[src/rtl/rta_pkg.sv]
// ----------------------------------------------------------------------------
// rta_pkg
// Shared types and constants for the rational arithmetic unit.
// ----------------------------------------------------------------------------
`default_nettype none

package rta_pkg;

  localparam int unsigned FieldWidth    = 64;
  localparam int unsigned DenWidth      = 63;
  localparam int unsigned DefValueWidth = 64;

  typedef enum logic [1:0] {
    ACT_NORM = 2'd0,
    ACT_ADD  = 2'd1,
    ACT_CMP  = 2'd2
  } action_e;

  typedef enum logic [1:0] {
    ST_OK       = 2'd0,
    ST_INVALID  = 2'd1,
    ST_OVERFLOW = 2'd2
  } status_e;

  // order codes, two's complement
  localparam logic [1:0] OrdLt = 2'b11;
  localparam logic [1:0] OrdEq = 2'b00;
  localparam logic [1:0] OrdGt = 2'b01;

  // datapath micro-operations
  typedef enum logic [3:0] {
    CMD_GCD_A,
    CMD_DIVN_A,
    CMD_DIVD_A,
    CMD_GCD_B,
    CMD_DIVN_B,
    CMD_DIVD_B,
    CMD_MUL_P,
    CMD_MUL_Q,
    CMD_MUL_D,
    CMD_SUM,
    CMD_GCD_R,
    CMD_DIVN_R,
    CMD_DIVD_R,
    CMD_RESULT
  } cmd_e;

  typedef struct packed {
    logic load;
    logic start;
    cmd_e op;
  } ctrl_cmd_t;

  typedef struct packed {
    logic       eng_done;
    logic       out_busy;
    logic       a_inv;
    logic       b_inv;
    logic       fit;
    logic [1:0] action;
  } dp_stat_t;

endpackage

`default_nettype wire

[src/rtl/rta_ctrl.sv]
// ----------------------------------------------------------------------------
// rta_ctrl
// Sequencer: walks each transaction through the datapath micro-operations.
// ----------------------------------------------------------------------------
`default_nettype none

module rta_ctrl (
  input  logic                clk_i,
  input  logic                rst_ni,
  input  logic                in_valid_i,
  output logic                in_ready_o,
  input  rta_pkg::dp_stat_t   stat_i,
  output rta_pkg::ctrl_cmd_t  cmd_o
);
  import rta_pkg::*;

  typedef enum logic [2:0] {
    S_IDLE,
    S_DECIDE,
    S_STEP,
    S_WAIT,
    S_SUM,
    S_SUMW,
    S_CHECK,
    S_RESULT
  } state_e;

  state_e state_q;
  cmd_e   step_q;
  cmd_e   op_q;
  logic   start_q;

  cmd_e   nxt_op;
  state_e nxt_state;

  // successor of the finished engine step
  always_comb begin
    nxt_op    = step_q;
    nxt_state = S_STEP;
    case (step_q)
      CMD_GCD_A:  nxt_op = CMD_DIVN_A;
      CMD_DIVN_A: nxt_op = CMD_DIVD_A;
      CMD_DIVD_A: begin
        if (stat_i.action == ACT_ADD) nxt_op = CMD_GCD_B;
        else nxt_state = S_RESULT;
      end
      CMD_GCD_B:  nxt_op = CMD_DIVN_B;
      CMD_DIVN_B: nxt_op = CMD_DIVD_B;
      CMD_DIVD_B: nxt_op = CMD_MUL_P;
      CMD_MUL_P:  nxt_op = CMD_MUL_Q;
      CMD_MUL_Q: begin
        if (stat_i.action == ACT_ADD) nxt_op = CMD_MUL_D;
        else nxt_state = S_RESULT;
      end
      CMD_MUL_D:  nxt_state = S_SUM;
      CMD_GCD_R:  nxt_op = CMD_DIVN_R;
      CMD_DIVN_R: nxt_op = CMD_DIVD_R;
      default:    nxt_state = S_RESULT;
    endcase
  end

  always_ff @(posedge clk_i or negedge rst_ni) begin
    if (!rst_ni) begin
      state_q <= S_IDLE;
      step_q  <= CMD_GCD_A;
      op_q    <= CMD_RESULT;
      start_q <= 1'b0;
    end else begin
      start_q <= 1'b0;
      case (state_q)
        S_IDLE: begin
          if (in_valid_i) state_q <= S_DECIDE;
        end
        S_DECIDE: begin
          case (stat_i.action)
            ACT_NORM: begin
              if (stat_i.a_inv) state_q <= S_RESULT;
              else begin
                step_q  <= CMD_GCD_A;
                state_q <= S_STEP;
              end
            end
            ACT_ADD: begin
              if (stat_i.a_inv || stat_i.b_inv) state_q <= S_RESULT;
              else begin
                step_q  <= CMD_GCD_A;
                state_q <= S_STEP;
              end
            end
            ACT_CMP: begin
              // order survives without reduction: go straight to products
              if (stat_i.a_inv || stat_i.b_inv) state_q <= S_RESULT;
              else begin
                step_q  <= CMD_MUL_P;
                state_q <= S_STEP;
              end
            end
            default: state_q <= S_RESULT;
          endcase
        end
        S_STEP: begin
          start_q <= 1'b1;
          op_q    <= step_q;
          state_q <= S_WAIT;
        end
        S_WAIT: begin
          if (stat_i.eng_done) begin
            step_q  <= nxt_op;
            state_q <= nxt_state;
          end
        end
        S_SUM: begin
          start_q <= 1'b1;
          op_q    <= CMD_SUM;
          state_q <= S_SUMW;
        end
        S_SUMW: state_q <= S_CHECK;
        S_CHECK: begin
          if (stat_i.fit) begin
            step_q  <= CMD_GCD_R;
            state_q <= S_STEP;
          end else begin
            state_q <= S_RESULT;
          end
        end
        S_RESULT: begin
          if (!stat_i.out_busy) begin
            start_q <= 1'b1;
            op_q    <= CMD_RESULT;
            state_q <= S_IDLE;
          end
        end
        default: state_q <= S_IDLE;
      endcase
    end
  end

  assign in_ready_o  = (state_q == S_IDLE);
  assign cmd_o.load  = in_valid_i && (state_q == S_IDLE);
  assign cmd_o.start = start_q;
  assign cmd_o.op    = op_q;

endmodule

`default_nettype wire

[config.mk]
export PLATFORM = sky130hd
export DESIGN_NAME = rta_ctrl
export DESIGN_NICKNAME = d
export VERILOG_FILES = /design/src/rtl/rta_pkg.sv /design/src/rtl/rta_ctrl.sv
export SDC_FILE = /design/constraint.sdc
export NUM_CORES = 1
export LEC_CHECK = 0
export BUFFER_PORTS_ARGS = -buffer_cell sky130_fd_sc_hd__buf_2
export CORE_MARGIN = 1.5
export CORE_UTILIZATION = 49
export CTS_CLUSTER_DIAMETER = 80
export DETAILED_ROUTE_END_ITERATION = 7
export PLACE_DENSITY = 0.83
export SYNTH_ARGS = -nofsm -noshare
export SYNTH_HDL_FRONTEND = slang
export SYNTH_SLANG_ARGS = --single-unit
[constraint.sdc]
create_clock -name clk_i -period 1.6 [get_ports clk_i]
set_input_delay 0.16 -clock clk_i [delete_from_list [all_inputs] [get_ports clk_i]]
set_output_delay 0.16 -clock clk_i [all_outputs]
set_load 0.005 [all_outputs]
# After elaboration in Yosys (flattened, before gate mapping)
# Index checks and enable logic that the tools add are counted.
[classes]
n_eq_ne = 30
mux = 24
n_reduce_logical = 14
[ops]
columns = ["op", "n"]
rows = [
  ["$pmux 4 s10", 1],
  ["$pmux 4 s3", 3],
  ["$mux 4", 8],
  ["$pmux 3 s8", 1],
  ["$mux 3", 7],
  ["$eq 4x3->1 const B", 4],
  ["$ne 3x3->1 const B", 5],
  ["$eq 3x3->1 const B", 4],
  ["$eq 4x4->1 const B", 3],
  ["$ne 11x1->1 const B", 1],
  ["$reduce_and 10->1", 1],
  ["$pmux 3 s3", 1],
  ["$eq 4x2->1 const B", 2],
  ["$ne 2x2->1 const B", 4],
  ["$reduce_or 8->1", 1],
  ["$eq 3x2->1 const B", 2],
  ["$pmux 3 s2", 1],
  ["$reduce_bool 3->1", 2],
  ["$reduce_or 2->1", 3],
  ["$eq 4x1->1 const B", 1],
  ["$logic_not 4->1", 1],
  ["$ne 4x3->1 const B", 1],
  ["$eq 3x1->1 const B", 1],
  ["$logic_not 3->1", 1],
  ["9 further kinds", 9],
]
[word_totals]
regBits = 12
input_bits = 10
out_inout_bits = 7
elab_cells = 72

# Logic depth before layout (Yosys ltp)
[depth]
depth_word = 5
mapped_depth = 7
ltp_nobuf = 7

# Worst setup path before layout
# Ideal clock, no wire load.
[synth_path]
path_kind = "flip-flop to flip-flop"
from = "reg step_q[2]"
to = "reg step_q[0]"
setup_time_ns = 0.125
arrival_ns = 1.548
required_ns = 1.475
path_slack_ns = -0.072
path_stages_with_launch = 7
n_path_buf = 1
synth_period_minus_slack_ns = 1.672
path_cell_list = "dfrtp_1 > buf_6 > nand2b_1 > nor4_2 > and3b_1 > a31oi_4 > mux2_2"
[synth_between]
elab_chain_len = 4
elab_cells_between_ends = 17
classes_between = "eq/ne: 12; mux: 3; reduce/logical: 2"
[synth_lines]
columns = ["element", "line_no", "text"]
rows = [
  ["start: declaration", "rta_ctrl.sv:29", "cmd_e step_q;"],
  ["start signal: assignment", "rta_ctrl.sv:108", "step_q <= nxt_op;"],
  ["$eq 4x4->1 (tied with other cells)", "rta_ctrl.sv:40", "case (step_q)"],
  ["$pmux 4 s10", "rta_ctrl.sv:40", ""],
  ["$mux 4", "rta_ctrl.sv:107", "if (stat_i.eng_done) begin"],
  ["$pmux 4 s3", "rta_ctrl.sv:70", "case (state_q)"],
]
# Parallel ways exist; a longest one is shown, timed or not. The select of a mux whose other input is x is not followed.
# A chain may end at the register's enable or synchronous reset.

# Worst setup path in the final report
[layout_path]
from = "reg step_q[0]"
to = "reg step_q[2]"
# Same word-level chain as after synthesis.

==> metrics.txt <==
Reg power frac=25.9%; Static Leakage=0.5864 nW; Gate power share=66.3%; crit-path max cell delay=410 ps; Routed Antenna Nets=0; Most used DFF post-synth=dfrtp_1; Vias=1030; data required time of the critical path=1760 ps; FMAX=0.6246 GHz; area of the multi-input gates=684.4 um2; Net Sw Power=0.001118 W; total power=0.002516 W; clock skew=1.235 ps; violations in the final reports=setup timing; Die Span X=48.68 um; XOR/XNOR share of the synthesized area=0%; TritonCTS Buffers=3; detailed-route wire length per cell=14.29 um; share of post-route cells with drive strength above 1=37.01%; final worst setup slack=-0.9663 ps; Worst R2R Setup Slack=-1 ps; Crit Path Max Fanout=4; hold path start=stat_i[6]; largest net degree at the start of global routing=18; syn avg cell area=8.113 um2; adder-cell area share of the yosys netlist=4.896%; worst hold path type=input pin to flip-flop; CP max stage cell=dfrtp_1; Yosys Warn Count=0; Setup TNS Final=-1.562 ps; IO Port Bufs=16; Initial Util=52.10%; area leader, netlist=dfrtp_1; worst skew pair latency=270 ps; Avg Vias per Cell=5.691; internal power=0.001398 W; switching share of total power=44.42%; Post-Layout Cell Count=181; htree depth=1; worst vdd ir=0.001303 V; All-Layer GR Usage=23.11%; Inst Count DP=175; Synth async-reset ratio=100.0%; top cell type's share of synthesized area=22.03%; Filler cells=173; clock power share=7.8%; GP Congestion=0.9558; area share of and/or/nand/nor cells after synthesis=30.84%; Seq. cell area=306.5 um2; initial DRC count=32; CP endpoint kind=flip-flop; CORE AREA=1962 um2; Worst-Margin Slew=286.3 ps; top cells by area, synth=dfrtp_1 (22%), dfstp_2 (7.7%), nand2_1 (5.9%); Synth Net Count=140; reg2reg start=step_q[0]; chip height=48.68 um; RSZ-0062 raised after global routing=yes; Final setup viols=2; I/O Pins=17; Synth Register Bits=12; worst hold margin=251.0 ps; largest family of logic cells by synthesized area=simple AND/OR/NAND/NOR gates; area delta synth->final=26.68%; CTS clock-pin slew for the worst setup and hold paths=70 ps; Final Hold Fails=0; cells along the critical path=nor4_4, and3b_2, a31oi_4, mux2_4; # DRC=0; cell with the most instances after synthesis=nand2_1; crit path time final=1601 ps; dpl hpwl=1906 um; Slew Limit Fails=0; Crit. Startpoint=step_q[0]; routed wire length=2587 um; PwrDens=1943 nW/um2; Synth top cells by count=nand2_1 (16), nor2_1 (11), dfrtp_1 (9), o21ai_0 (9); Post-layout nets=169; Synth Instances=126; global route overflow=0; Worst slew margin=80.66%; initial antenna violation count=0; mux share of post-synthesis cell area=5.386%; vias in the first global route=1005; CTS tree=yes; Setup Crit Path Kind=flip-flop to flip-flop; post-synthesis compound-gate area fraction=21.05%; DRT Pass-1 Iters=4; outcome=finished with violations; CTS root buf=clkbuf_4; global-route wire length before repair=4353 um; Clock Tree Buf Depth=2; fin crit share=100.1%; crit start category=flip-flop; number of max-cap violations=0; Mapped Area=1022 um2; Unique masters post-synth=43; Post-synth EDFFs=0; Worst EP arrival=1760 ps; number of diodes=0; post-synthesis sequential area ratio=29.74%; Die ar.=2369 um2; Clock Sinks=12; # rows=16
-- cell type report --
class | count | area share, %
Multi-Input combinational cell | 99 | 52.85
Sequential cell | 12 | 23.67
Timing Repair Buffer | 35 | 17.68
Tap cell | 27 | 2.609
Clock buffer | 4 | 2.029
Inverter | 4 | 1.159
-- worst paths after layout --
check	end	cells after the start
setup / recovery	step_q[2]	4
hold / removal	state_q[1]	4
setup reg to reg	step_q[2]	4
hold reg to reg	op_q[2]	2
max in group asynchronous	op_q[0]	2
min in group asynchronous	step_q[1]	2
-- power by group through the flow --
stage               clock (W)  combinational, W  sequential (W)
floorplan                   0           0.00116        0.000579
global placement            0           0.00146        0.000629
detailed placement          0           0.00152        0.000637
CTS                  0.000203           0.00153        0.000639
global route         0.000220           0.00183        0.000676
finish               0.000195           0.00167        0.000652
-- state kept, by name, summed over array words and instances (netlist names) --
signal	flops
step_q	4
op_q	4
start_q	1
state_q	3
-- logic make-up after synthesis --
family / count (synthesis)
AND/OR/NAND/NOR: 59
buffers and inverters: 15
AO/OA/AOI/OAI: 31
flip-flops: 12
adder cells (fa/ha/maj): 4
multiplexers: 5
-- critical path: cells and delay by family, from the launching register on --
| family | cells | cell delay, ps |
|---|---|---|
| AO/OA/AOI/OAI | 1 | 210 |
| flip-flops | 1 | 410 |
| multiplexers | 1 | 320 |
| AND/OR/NAND/NOR | 2 | 550 |
-- metal layers --
layer | vias to the layer above | wire length [um] | global-route usage [%]
met2 | 30 | 1329 | 39.04
met5 | - | 0 | 0
met3 | 6 | 98 | 5.556
li1 | 501 | - | -
met4 | 0 | 34 | 10.00
met1 | 493 | 1124 | 27.90
-- cell usage in the layout (no fill, tap or decap), types with 2 or more instances in the layout --
cell      instances
nor2_1           11
a21oi_1           7
mux2_4            3
inv_1             4
nor2b_1           6
nor3_1            2
nand3_1           5
buf_2            16
a211oi_1          2
o21ai_0           8
dfstp_2           3
buf_4            17
or2_2             2
nand2b_1          3
dfrtp_2           2
clkbuf_4          3
o31a_1            2
ha_1              4
or2b_1            2
nand2_1          16
dfrtp_1           7
-- repair_timing --
action                                  4_1_cts  5_1_grt
endpoints found under the setup margin        5        8
hold buffers                                  1        0
buffers inserted                              0        1
hold endpoints to repair                      9        0
gates resized for setup                       2        9
-- stage by stage --
step	area (um2)	setup slack, ps	utilization, %
floorplan	1035	-46.25	-
global placement	1209	-134.5	61.61
detailed placement	1209	-204.1	61.61
CTS	1247	-49.25	63.58
global route	1295	-58.74	66.01
finish	1295	-0.9663	66.01
No activity file was read; power rests on OpenSTA's default activity.
